File: config.mk
export PLATFORM = sky130hd
export DESIGN_NAME = chroma_key_soft_blend
export DESIGN_NICKNAME = d
export VERILOG_FILES = /design/src/hw/rtl/ckb_pkg.sv /design/src/hw/rtl/ckb_isqrt_pipe.sv /design/src/hw/rtl/chroma_key_soft_blend.sv
export SDC_FILE = /design/constraint.sdc
export NUM_CORES = 2
export LEC_CHECK = 0
export BUFFER_PORTS_ARGS = -buffer_cell sky130_fd_sc_hd__buf_2
export CAP_MARGIN = 20
export CORE_UTILIZATION = 55
export CTS_CLUSTER_DIAMETER = 120
export DETAILED_ROUTE_END_ITERATION = 8
export PLACE_DENSITY = 0.83
export SYNTH_ARGS = -nofsm -noshare
export SYNTH_HDL_FRONTEND = slang
export SYNTH_SLANG_ARGS = --single-unit
export TNS_END_PERCENT = 100
File: constraint.sdc
create_clock -name clk -period 57.7 [get_ports clk]
set_clock_uncertainty 0.1 [all_clocks]
set_input_delay 2.885 -clock clk [delete_from_list [all_inputs] [get_ports clk]]
set_output_delay 2.885 -clock clk [all_outputs]
set_load 0.1 [all_outputs]
File: src/hw/rtl/ckb_pkg.sv
// Package of the chroma key soft blend block: widths, codes, types and the
// step functions of the square root and division pipelines. No dependencies.
`default_nettype none
package ckb_pkg;

    localparam int PIX_W        = 8;
    localparam int CFG_W        = 9;
    localparam int SQ_W         = 25;
    localparam int ROOT_W       = 13;
    localparam int SQRT_ITER    = 13;
    localparam int SQRT_PER_STG = 2;
    localparam int SQRT_STAGES  = (SQRT_ITER + SQRT_PER_STG - 1) / SQRT_PER_STG;
    localparam int Q_W          = 8;
    localparam int DIV_PER_STG  = 2;
    localparam int DIV_STAGES   = Q_W / DIV_PER_STG;
    localparam int REM_W        = ROOT_W + 1;
    localparam int ALPHA_W      = 9;
    localparam int PROD_W       = ALPHA_W + PIX_W;

    typedef enum logic [1:0] {
        REG_KEY_CR = 2'd0,
        REG_KEY_CB = 2'd1,
        REG_INNER  = 2'd2,
        REG_OUTER  = 2'd3
    } reg_idx_t;

    typedef enum logic [1:0] {
        MODE_BG   = 2'd0,
        MODE_FG   = 2'd1,
        MODE_RAMP = 2'd2
    } mode_t;

    typedef struct packed {
        logic [PIX_W-1:0] fy;
        logic [PIX_W-1:0] fcr;
        logic [PIX_W-1:0] fcb;
        logic [PIX_W-1:0] by;
        logic [PIX_W-1:0] bcr;
        logic [PIX_W-1:0] bcb;
    } pix_t;

    typedef struct packed {
        logic [SQ_W-1:0] v;
        logic [SQ_W-1:0] root;
    } sq_t;

    typedef struct packed {
        logic [REM_W-1:0] rem;
        logic [Q_W-1:0]   q;
    } dv_t;

    // One iteration of the digit-by-digit square root; k counts from 0.
    function automatic sq_t sqrt_step(sq_t st, int unsigned k);
        sq_t           r;
        logic [SQ_W-1:0] b;
        logic [SQ_W:0] t;
        r = st;
        b = SQ_W'(1) << (2 * (SQRT_ITER - 1 - k));
        t = {1'b0, st.root} + {1'b0, b};
        if ({1'b0, st.v} >= t) begin
            r.v    = st.v - t[SQ_W-1:0];
            r.root = (st.root >> 1) + b;
        end else begin
            r.root = st.root >> 1;
        end
        return r;
    endfunction

    // One step of restoring division producing one quotient bit.
    function automatic dv_t div_step(dv_t st, logic [ROOT_W-1:0] den);
        dv_t          r;
        logic [REM_W:0] t;
        t = {st.rem, 1'b0};
        if (t >= {2'b00, den}) begin
            r.rem = REM_W'(t - {2'b00, den});
            r.q   = {st.q[Q_W-2:0], 1'b1};
        end else begin
            r.rem = t[REM_W-1:0];
            r.q   = {st.q[Q_W-2:0], 1'b0};
        end
        return r;
    endfunction

endpackage
`default_nettype wire

File: src/hw/rtl/ckb_isqrt_pipe.sv
// Pipelined integer square root with a pixel payload riding alongside.
// Depends on ckb_pkg.
`default_nettype none
module ckb_isqrt_pipe (
    input  wire logic                       clk,
    input  wire logic                       rst_n,
    input  wire logic                       adv,
    input  wire logic                       in_vld,
    input  wire logic [ckb_pkg::SQ_W-1:0]   in_v,
    input  wire ckb_pkg::pix_t              in_pix,
    output logic                            out_vld,
    output logic [ckb_pkg::ROOT_W-1:0]      out_root,
    output ckb_pkg::pix_t                   out_pix
);
    import ckb_pkg::*;

    logic vld_reg [SQRT_STAGES];
    sq_t  st_reg  [SQRT_STAGES];
    pix_t pix_reg [SQRT_STAGES];

    for (genvar s = 0; s < SQRT_STAGES; s++) begin : g_stage
        logic vld_in;
        sq_t  st_in;
        sq_t  st_next;
        pix_t pix_in;

        if (s == 0) begin : g_first
            assign vld_in = in_vld;
            assign st_in  = '{v: in_v, root: '0};
            assign pix_in = in_pix;
        end else begin : g_rest
            assign vld_in = vld_reg[s-1];
            assign st_in  = st_reg[s-1];
            assign pix_in = pix_reg[s-1];
        end

        always_comb
        begin
            st_next = st_in;
            for (int j = 0; j < SQRT_PER_STG; j++)
            begin
                if (s * SQRT_PER_STG + j < SQRT_ITER)
                begin
                    st_next = sqrt_step(st_next, s * SQRT_PER_STG + j);
                end
            end
        end

        always_ff @(posedge clk or negedge rst_n)
        begin
            if (!rst_n)
            begin
                vld_reg[s] <= 1'b0;
            end
            else if (adv)
            begin
                vld_reg[s] <= vld_in;
            end
        end

        always_ff @(posedge clk)
        begin
            if (adv)
            begin
                st_reg[s]  <= st_next;
                pix_reg[s] <= pix_in;
            end
        end
    end

    assign out_vld  = vld_reg[SQRT_STAGES-1];
    assign out_root = st_reg[SQRT_STAGES-1].root[ROOT_W-1:0];
    assign out_pix  = pix_reg[SQRT_STAGES-1];

endmodule
`default_nettype wire

File: src/hw/rtl/chroma_key_soft_blend.sv
// Chroma key soft blend: one foreground and one background YCrCb pixel in,
// one blended pixel out, fully pipelined. Depends on ckb_pkg, ckb_isqrt_pipe.
//
// Usage: an input transaction (in_valid high, in_stall low at a clock edge)
// carries one foreground and one background pixel. Exactly one output
// transaction follows for each, in order, on out_valid/out_stall.
// From input transaction to out_valid the path runs through two stages for
// the chroma difference and its squared magnitude, seven for the square root
// (up to two root digits per stage), one for the threshold compare, four for the
// alpha division (two quotient bits per stage), one for the multiplies and
// one for the final sum held in the output register.
// Throughput is one pixel per clock; every stage advances together, so the
// rate is set only by the downstream side.
// When the receiver stalls with a result waiting, the whole pipeline holds
// and in_stall rises in the same cycle; nothing is lost or repeated.
// Reset clears every valid bit and loads the register defaults: key 0/0,
// inner threshold 100, outer threshold 115. Configuration writes are meant
// to be made while the pipeline is empty.
`default_nettype none
module chroma_key_soft_blend (
    input  wire logic                        clk,
    input  wire logic                        rst_n,
    input  wire logic                        cfg_we,
    input  wire logic [1:0]                  cfg_index,
    input  wire logic [ckb_pkg::CFG_W-1:0]   cfg_data,
    input  wire logic                        in_valid,
    output logic                             in_stall,
    input  wire logic [ckb_pkg::PIX_W-1:0]   fg_luma,
    input  wire logic [ckb_pkg::PIX_W-1:0]   fg_cr,
    input  wire logic [ckb_pkg::PIX_W-1:0]   fg_cb,
    input  wire logic [ckb_pkg::PIX_W-1:0]   bg_luma,
    input  wire logic [ckb_pkg::PIX_W-1:0]   bg_cr,
    input  wire logic [ckb_pkg::PIX_W-1:0]   bg_cb,
    output logic                             out_valid,
    input  wire logic                        out_stall,
    output logic [ckb_pkg::PIX_W-1:0]        out_luma,
    output logic [ckb_pkg::PIX_W-1:0]        out_cr,
    output logic [ckb_pkg::PIX_W-1:0]        out_cb
);
    import ckb_pkg::*;

    // Configuration registers.
    logic [PIX_W-1:0] key_cr_reg;
    logic [PIX_W-1:0] key_cb_reg;
    logic [CFG_W-1:0] inner_reg;
    logic [CFG_W-1:0] outer_reg;

    always_ff @(posedge clk or negedge rst_n)
    begin
        if (!rst_n)
        begin
            key_cr_reg <= '0;
            key_cb_reg <= '0;
            inner_reg  <= CFG_W'(100);
            outer_reg  <= CFG_W'(115);
        end
        else if (cfg_we)
        begin
            unique case (reg_idx_t'(cfg_index))
                REG_KEY_CR: key_cr_reg <= cfg_data[PIX_W-1:0];
                REG_KEY_CB: key_cb_reg <= cfg_data[PIX_W-1:0];
                REG_INNER:  inner_reg  <= cfg_data;
                REG_OUTER:  outer_reg  <= cfg_data;
            endcase
        end
    end

    // The pipeline moves as one unless a finished result is held back.
    logic adv;
    logic out_valid_reg;

    assign adv       = !(out_valid_reg && out_stall);
    assign in_stall  = !adv;
    assign out_valid = out_valid_reg;

    pix_t in_pix;
    assign in_pix = '{fy: fg_luma, fcr: fg_cr, fcb: fg_cb,
                      by: bg_luma, bcr: bg_cr, bcb: bg_cb};

    // Stage 1: absolute chroma differences from the key.
    logic             s1_vld_reg;
    pix_t             s1_pix_reg;
    logic [PIX_W-1:0] s1_dcr_reg;
    logic [PIX_W-1:0] s1_dcb_reg;
    logic [PIX_W-1:0] s1_dcr_next;
    logic [PIX_W-1:0] s1_dcb_next;

    always_comb
    begin
        s1_dcr_next = (fg_cr > key_cr_reg) ? fg_cr - key_cr_reg : key_cr_reg - fg_cr;
        s1_dcb_next = (fg_cb > key_cb_reg) ? fg_cb - key_cb_reg : key_cb_reg - fg_cb;
    end

    // Stage 2: squared magnitude scaled by 256 for a Q.4 root.
    logic            s2_vld_reg;
    pix_t            s2_pix_reg;
    logic [SQ_W-1:0] s2_v_reg;
    logic [SQ_W-1:0] s2_v_next;

    always_comb
    begin
        s2_v_next = (SQ_W'(s1_dcr_reg) * SQ_W'(s1_dcr_reg)
                   + SQ_W'(s1_dcb_reg) * SQ_W'(s1_dcb_reg)) << 8;
    end

    // Square root pipeline.
    logic              sq_vld;
    logic [ROOT_W-1:0] sq_root;
    pix_t              sq_pix;

    ckb_isqrt_pipe u_isqrt (
        .clk      (clk),
        .rst_n    (rst_n),
        .adv      (adv),
        .in_vld   (s2_vld_reg),
        .in_v     (s2_v_reg),
        .in_pix   (s2_pix_reg),
        .out_vld  (sq_vld),
        .out_root (sq_root),
        .out_pix  (sq_pix)
    );

    // Threshold stage: pick full background, full foreground or the ramp.
    logic              th_vld_reg;
    pix_t              th_pix_reg;
    mode_t             th_mode_reg;
    logic [REM_W-1:0]  th_rem_reg;
    logic [ROOT_W-1:0] th_den_reg;
    mode_t             th_mode_next;
    logic [ROOT_W-1:0] lo;
    logic [ROOT_W-1:0] hi;

    always_comb
    begin
        lo = {inner_reg, 4'b0000};
        hi = {outer_reg, 4'b0000};
        priority if (sq_root <= lo)
        begin
            th_mode_next = MODE_BG;
        end
        else if (sq_root >= hi)
        begin
            th_mode_next = MODE_FG;
        end
        else
        begin
            th_mode_next = MODE_RAMP;
        end
    end

    // Division stages: foreground weight = (dist - lo) * 256 / (hi - lo).
    logic              dv_vld_reg  [DIV_STAGES];
    pix_t              dv_pix_reg  [DIV_STAGES];
    mode_t             dv_mode_reg [DIV_STAGES];
    dv_t               dv_st_reg   [DIV_STAGES];
    logic [ROOT_W-1:0] dv_den_reg  [DIV_STAGES];

    for (genvar s = 0; s < DIV_STAGES; s++) begin : g_div
        logic              vld_in;
        pix_t              pix_in;
        mode_t             mode_in;
        dv_t               st_in;
        dv_t               st_next;
        logic [ROOT_W-1:0] den_in;

        if (s == 0) begin : g_first
            assign vld_in  = th_vld_reg;
            assign pix_in  = th_pix_reg;
            assign mode_in = th_mode_reg;
            assign st_in   = '{rem: th_rem_reg, q: '0};
            assign den_in  = th_den_reg;
        end else begin : g_rest
            assign vld_in  = dv_vld_reg[s-1];
            assign pix_in  = dv_pix_reg[s-1];
            assign mode_in = dv_mode_reg[s-1];
            assign st_in   = dv_st_reg[s-1];
            assign den_in  = dv_den_reg[s-1];
        end

        always_comb
        begin
            st_next = st_in;
            for (int j = 0; j < DIV_PER_STG; j++)
            begin
                st_next = div_step(st_next, den_in);
            end
        end

        always_ff @(posedge clk or negedge rst_n)
        begin
            if (!rst_n)
            begin
                dv_vld_reg[s] <= 1'b0;
            end
            else if (adv)
            begin
                dv_vld_reg[s] <= vld_in;
            end
        end

        always_ff @(posedge clk)
        begin
            if (adv)
            begin
                dv_pix_reg[s]  <= pix_in;
                dv_mode_reg[s] <= mode_in;
                dv_st_reg[s]   <= st_next;
                dv_den_reg[s]  <= den_in;
            end
        end
    end

    // Multiply stage: both weighted terms for each channel.
    logic               mu_vld_reg;
    logic [PROD_W-1:0]  mu_fy_reg, mu_by_reg, mu_fcr_reg, mu_bcr_reg, mu_fcb_reg, mu_bcb_reg;
    logic [ALPHA_W-1:0] alpha;
    logic [ALPHA_W-1:0] fgw;
    pix_t               dv_pix;

    assign dv_pix = dv_pix_reg[DIV_STAGES-1];

    always_comb
    begin
        unique case (dv_mode_reg[DIV_STAGES-1])
            MODE_BG:   alpha = ALPHA_W'(256);
            MODE_FG:   alpha = '0;
            MODE_RAMP: alpha = ALPHA_W'(256) - ALPHA_W'(dv_st_reg[DIV_STAGES-1].q);
            default:   alpha = '0;
        endcase
        fgw = ALPHA_W'(256) - alpha;
    end

    // Output stage: sum, drop the eight fraction bits.
    logic [PROD_W:0] sum_y, sum_cr, sum_cb;

    always_comb
    begin
        sum_y  = {1'b0, mu_fy_reg}  + {1'b0, mu_by_reg};
        sum_cr = {1'b0, mu_fcr_reg} + {1'b0, mu_bcr_reg};
        sum_cb = {1'b0, mu_fcb_reg} + {1'b0, mu_bcb_reg};
    end

    always_ff @(posedge clk or negedge rst_n)
    begin
        if (!rst_n)
        begin
            s1_vld_reg    <= 1'b0;
            s2_vld_reg    <= 1'b0;
            th_vld_reg    <= 1'b0;
            mu_vld_reg    <= 1'b0;
            out_valid_reg <= 1'b0;
        end
        else if (adv)
        begin
            s1_vld_reg    <= in_valid;
            s2_vld_reg    <= s1_vld_reg;
            th_vld_reg    <= sq_vld;
            mu_vld_reg    <= dv_vld_reg[DIV_STAGES-1];
            out_valid_reg <= mu_vld_reg;
        end
    end

    always_ff @(posedge clk)
    begin
        if (adv)
        begin
            s1_pix_reg  <= in_pix;
            s1_dcr_reg  <= s1_dcr_next;
            s1_dcb_reg  <= s1_dcb_next;
            s2_pix_reg  <= s1_pix_reg;
            s2_v_reg    <= s2_v_next;
            th_pix_reg  <= sq_pix;
            th_mode_reg <= th_mode_next;
            th_rem_reg  <= REM_W'(sq_root - lo);
            th_den_reg  <= hi - lo;
            mu_fy_reg   <= PROD_W'(fgw)   * PROD_W'(dv_pix.fy);
            mu_by_reg   <= PROD_W'(alpha) * PROD_W'(dv_pix.by);
            mu_fcr_reg  <= PROD_W'(fgw)   * PROD_W'(dv_pix.fcr);
            mu_bcr_reg  <= PROD_W'(alpha) * PROD_W'(dv_pix.bcr);
            mu_fcb_reg  <= PROD_W'(fgw)   * PROD_W'(dv_pix.fcb);
            mu_bcb_reg  <= PROD_W'(alpha) * PROD_W'(dv_pix.bcb);
            out_luma    <= sum_y[15:8];
            out_cr      <= sum_cr[15:8];
            out_cb      <= sum_cb[15:8];
        end
    end

endmodule
`default_nettype wire

==> summary.txt <==
STA
  • Worst-margin pin slew: around 1100 ps
  • FMAX: 136 MHz
  • Final Hold Violating Endpoints: 0
  • Hold slack final: 260 ps
  • Setup violators final: 0
  • Ratio of final minimum period to clock period: 0.128
  • Setup TNS: 0 ps
  • RSZ-0062 raised after global routing: no
  • Crit path time final: 7360 ps
  • Slew headroom: 0.277
  • Final worst slack: 50,340 ps
  • Max-slew violations: 0

Clocking
  • Hold bufs inserted after CTS: 0
  • Root Driver: clkbuf_16
  • Worst-path clk slew: 70 ps
  • Clk sinks: around 1,200
  • Cts repair resizes: 0
  • Clock tree buffer depth: 3
  • Skew-Pair Late Insertion Delay: about 750 ps
  • Post-CTS setup buffers: 0
  • CTS buffer count: 114
  • Max H-tree Level: 3
  • TritonCTS clock tree: done

Synthesis
  • Post-synth EDFFs: 1,100
  • Mapped Area: 0.0647 mm2
  • Syn_nets: 5,957
  • Synth Area in Adders: 0.207
  • Gate Count Post-Synth: between 5,000 and 6,000
  • Avg Inst Size Synth: 12.9 um2
  • FFs w/ async S/R, synth: 0.0435
  • Post-synthesis sequential element count: around 1,200
  • Cell variety after synth: 105
  • Main combinational cell family by area after synthesis: adder cells
  • Mux cell area share after synthesis: 0.0207
  • Top FF cell, synth: edfxtp_1
  • Xor/xnor share of the synthesized area: 0.0394
  • Simple-gate share of the synthesized area: 0.0975
  • Sequential fraction of the synthesis area: 0.530
  • YS warnings: 0
  • Compound-Gate Fraction of Synth Area: 0.0600

Setup path
  • WS Path Type: flop to flop
  • Reg2reg path depth: 26
  • Setup crit start kind: flop
  • Crit path top cell by count: inv_1
  • CP max stage delay: around 600 ps
  • Crit-path slowest cell: ha_1
  • CP Capture Type: flop
  • FF-to-FF setup slack: 50,340 ps
  • WP data required: 58,080 ps
  • Largest fanout on the critical path: 45
  • FF-to-FF Start: dv_st_reg[3][0]
  • R2r endpoint: mu_fcb_reg[14]
  • Arr. time, crit path: between 7000 and 8000 ps

GRT
  • Met1 usage: 0.248
  • Global-route wire length before repair: between 150,000 and 200,000 um
  • Global-route usage over all layers: 0.207
  • Grt met2 use: 0.366
  • Gr ovfl total: 0
  • Largest net degree at the start of global routing: between 200 and 250
  • Vias in the first global route: 39,200
  • GR Layer Usage met3: 0.0294
  • Top Usage Layer GRT: met2
  • Initial antenna violation count: 6

Route
  • Drc violations: 0
  • Via count: 37,400
  • Routed WL per cell: 17.9 um
  • Post-Route WL: 122,000 um
  • First drt pass iteration count: 6
  • DR iter-0 viols: about 2,800
  • Vias/cell: approximately 5.5
  • ANT nets after route: 0

Final layout
  • Max reg flops: 336
  • Share of layout cells above drive strength 1: 0.0866
  • Final Util: 0.610
  • Layout area overhead: 9.60%
  • Layout fillers: 8,517
  • Nets: 6,100

Die
  • Die Span Y: 345 um
  • Die area: 0.119 mm2
  • Starting density of the core: 0.556
  • Placeable Area: 0.116 mm2
  • Ports: 90
  • Site Rows: 125
  • DIE WIDTH: 345 um

Job
  • Max Cap Viol: 0

Placed design
  • Placer Congestion: 0.889
  • IO Port Bufs: 89
  • Place WS: 50,430 ps
  • Final HPWL DP: 85,100 um

Hold path
  • Hold Path Origin: s2_pix_reg[2]
  • Hold path depth: 0
  • Worst min path class: flop to flop
  • Hold path endpoint: u_isqrt.pix_reg[0][2]

Status
  • Status: finished clean
## worst max-delay path, delay by kind of cell, from the launching register on
family	cells	cell delay, ps
adder cells (fa/ha/maj)	7	3180
AO/OA/AOI/OAI	4	870
flip-flops	1	320
AND/OR/NAND/NOR	6	1300
buffers and inverters	7	1060
XOR/XNOR	2	270
## metrics by stage
step,std cells,instance area [um2]
after floorplan,5025,64700
after global placement,6573,67000
after detailed placement,6573,67000
after CTS,6787,70900
after global routing,6791,70900
final,6792,70900
## layout make-up
| cell class | instances | area [um2] | share of cell area |
|---|---|---|---|
| Clock buffer | 143 | 3080 | 0.0434 |
| Clock inverter | 71 | 841 | 0.0119 |
| Antenna cell | 2 | 5.00 | 0.0000706 |
| Multi-Input combinational cell | 3097 | 27500 | 0.388 |
| Tap cell | 1524 | 1910 | 0.0269 |
| Sequential cell | 1150 | 34300 | 0.483 |
| Timing Repair Buffer | 120 | 739 | 0.0104 |
| Inverter | 685 | 2570 | 0.0363 |
## cells in the mapped netlist, types with 7 or more instances
master	instances	share of area
nand3b_1	11	0.0013
dfstp_2	8	0.0032
nor3b_1	11	0.0013
nor2b_1	59	0.0057
inv_1	679	0.039
dfrtp_1	42	0.016
o21ai_1	9	0.00070
o21ai_0	144	0.011
buf_1	13	0.00075
and3_1	104	0.010
a21o_1	79	0.0092
nor4_1	20	0.0019
buf_2	7	0.00054
or3_1	13	0.0013
and4_1	7	0.00095
clkbuf_1	69	0.0040
nand4_1	29	0.0028
edfxtp_1	1100	0.51
nand3_1	29	0.0022
or2_2	14	0.0014
ha_1	531	0.10
xnor2_1	197	0.027
a211oi_1	11	0.0013
o41ai_1	15	0.0020
xor2_1	94	0.013
mux2_2	82	0.014
nand2_1	326	0.019
mux2i_1	32	0.0049
nor2_1	219	0.013
nand2b_1	40	0.0039
a21boi_0	13	0.0015
a31oi_1	10	0.00097
o21bai_1	20	0.0023
o21a_1	48	0.0056
nor3_1	61	0.0047
o31ai_1	7	0.00081
and2_1	237	0.023
a21oi_1	168	0.013
fa_1	337	0.10
## cell families after synthesis
logic type	Yosys count
AND/OR/NAND/NOR	1218
adder cells (fa/ha/maj)	868
XOR/XNOR	291
buffers and inverters	778
multiplexers	120
AO/OA/AOI/OAI	600
flip-flops	1150
## how the worst max path moves through the flow
stage	start	endpoint	slack, ps	cells after the start
global route	dv_st_reg[3][0]	mu_fcb_reg[15]	49900	24
detailed placement	dv_st_reg[3][0]	mu_fcb_reg[14]	50430	26
finish	dv_st_reg[3][0]	mu_fcb_reg[14]	50340	26
floorplan	out_stall	in_stall	8350	3
global placement	dv_st_reg[3][0]	mu_fcb_reg[14]	50580	26
CTS	dv_st_reg[3][0]	mu_fcb_reg[14]	50380	26
## layer usage
metal	vias to the layer above	wire, um	share of wire
met2	1050	61900	0.51
met1	18300	48300	0.40
met5	-	53	0.00044
met3	375	5510	0.045
li1	17700	-	-
met4	8	5890	0.048
## cell usage in the layout (no fill, tap or decap), types with 10 or more instances in the layout
cell type   count
bufinv_16      12
clkinvlp_4     10
clkbuf_16     118
buf_2          89
fa_1          337
a21o_1         79
xor2_1         94
clkinv_2       12
ha_1          531
nor4_1         20
dfrtp_1        42
or2_2          14
o21ai_0       144
mux2_2         82
and2_1        237
nand2_1       325
edfxtp_1     1100
o41ai_1        15
nor3_1         60
nand3b_1       11
clkbuf_1       22
nand4_1        29
clkinv_1       16
nand3_1        29
nor2_1        219
a31oi_1        10
o21a_1         48
and3_1        104
nand2b_1       40
buf_4          26
mux2i_1        32
nor3b_1        11
nor2b_1        58
xnor2_1       196
or3_1          13
o21bai_1       20
a211oi_1       11
a21boi_0       13
inv_1         679
a21oi_1       168
Power is left out: the tool's default activity adds up to more than one toggle a clock period on the data nets, which glitch-free logic cannot reach.
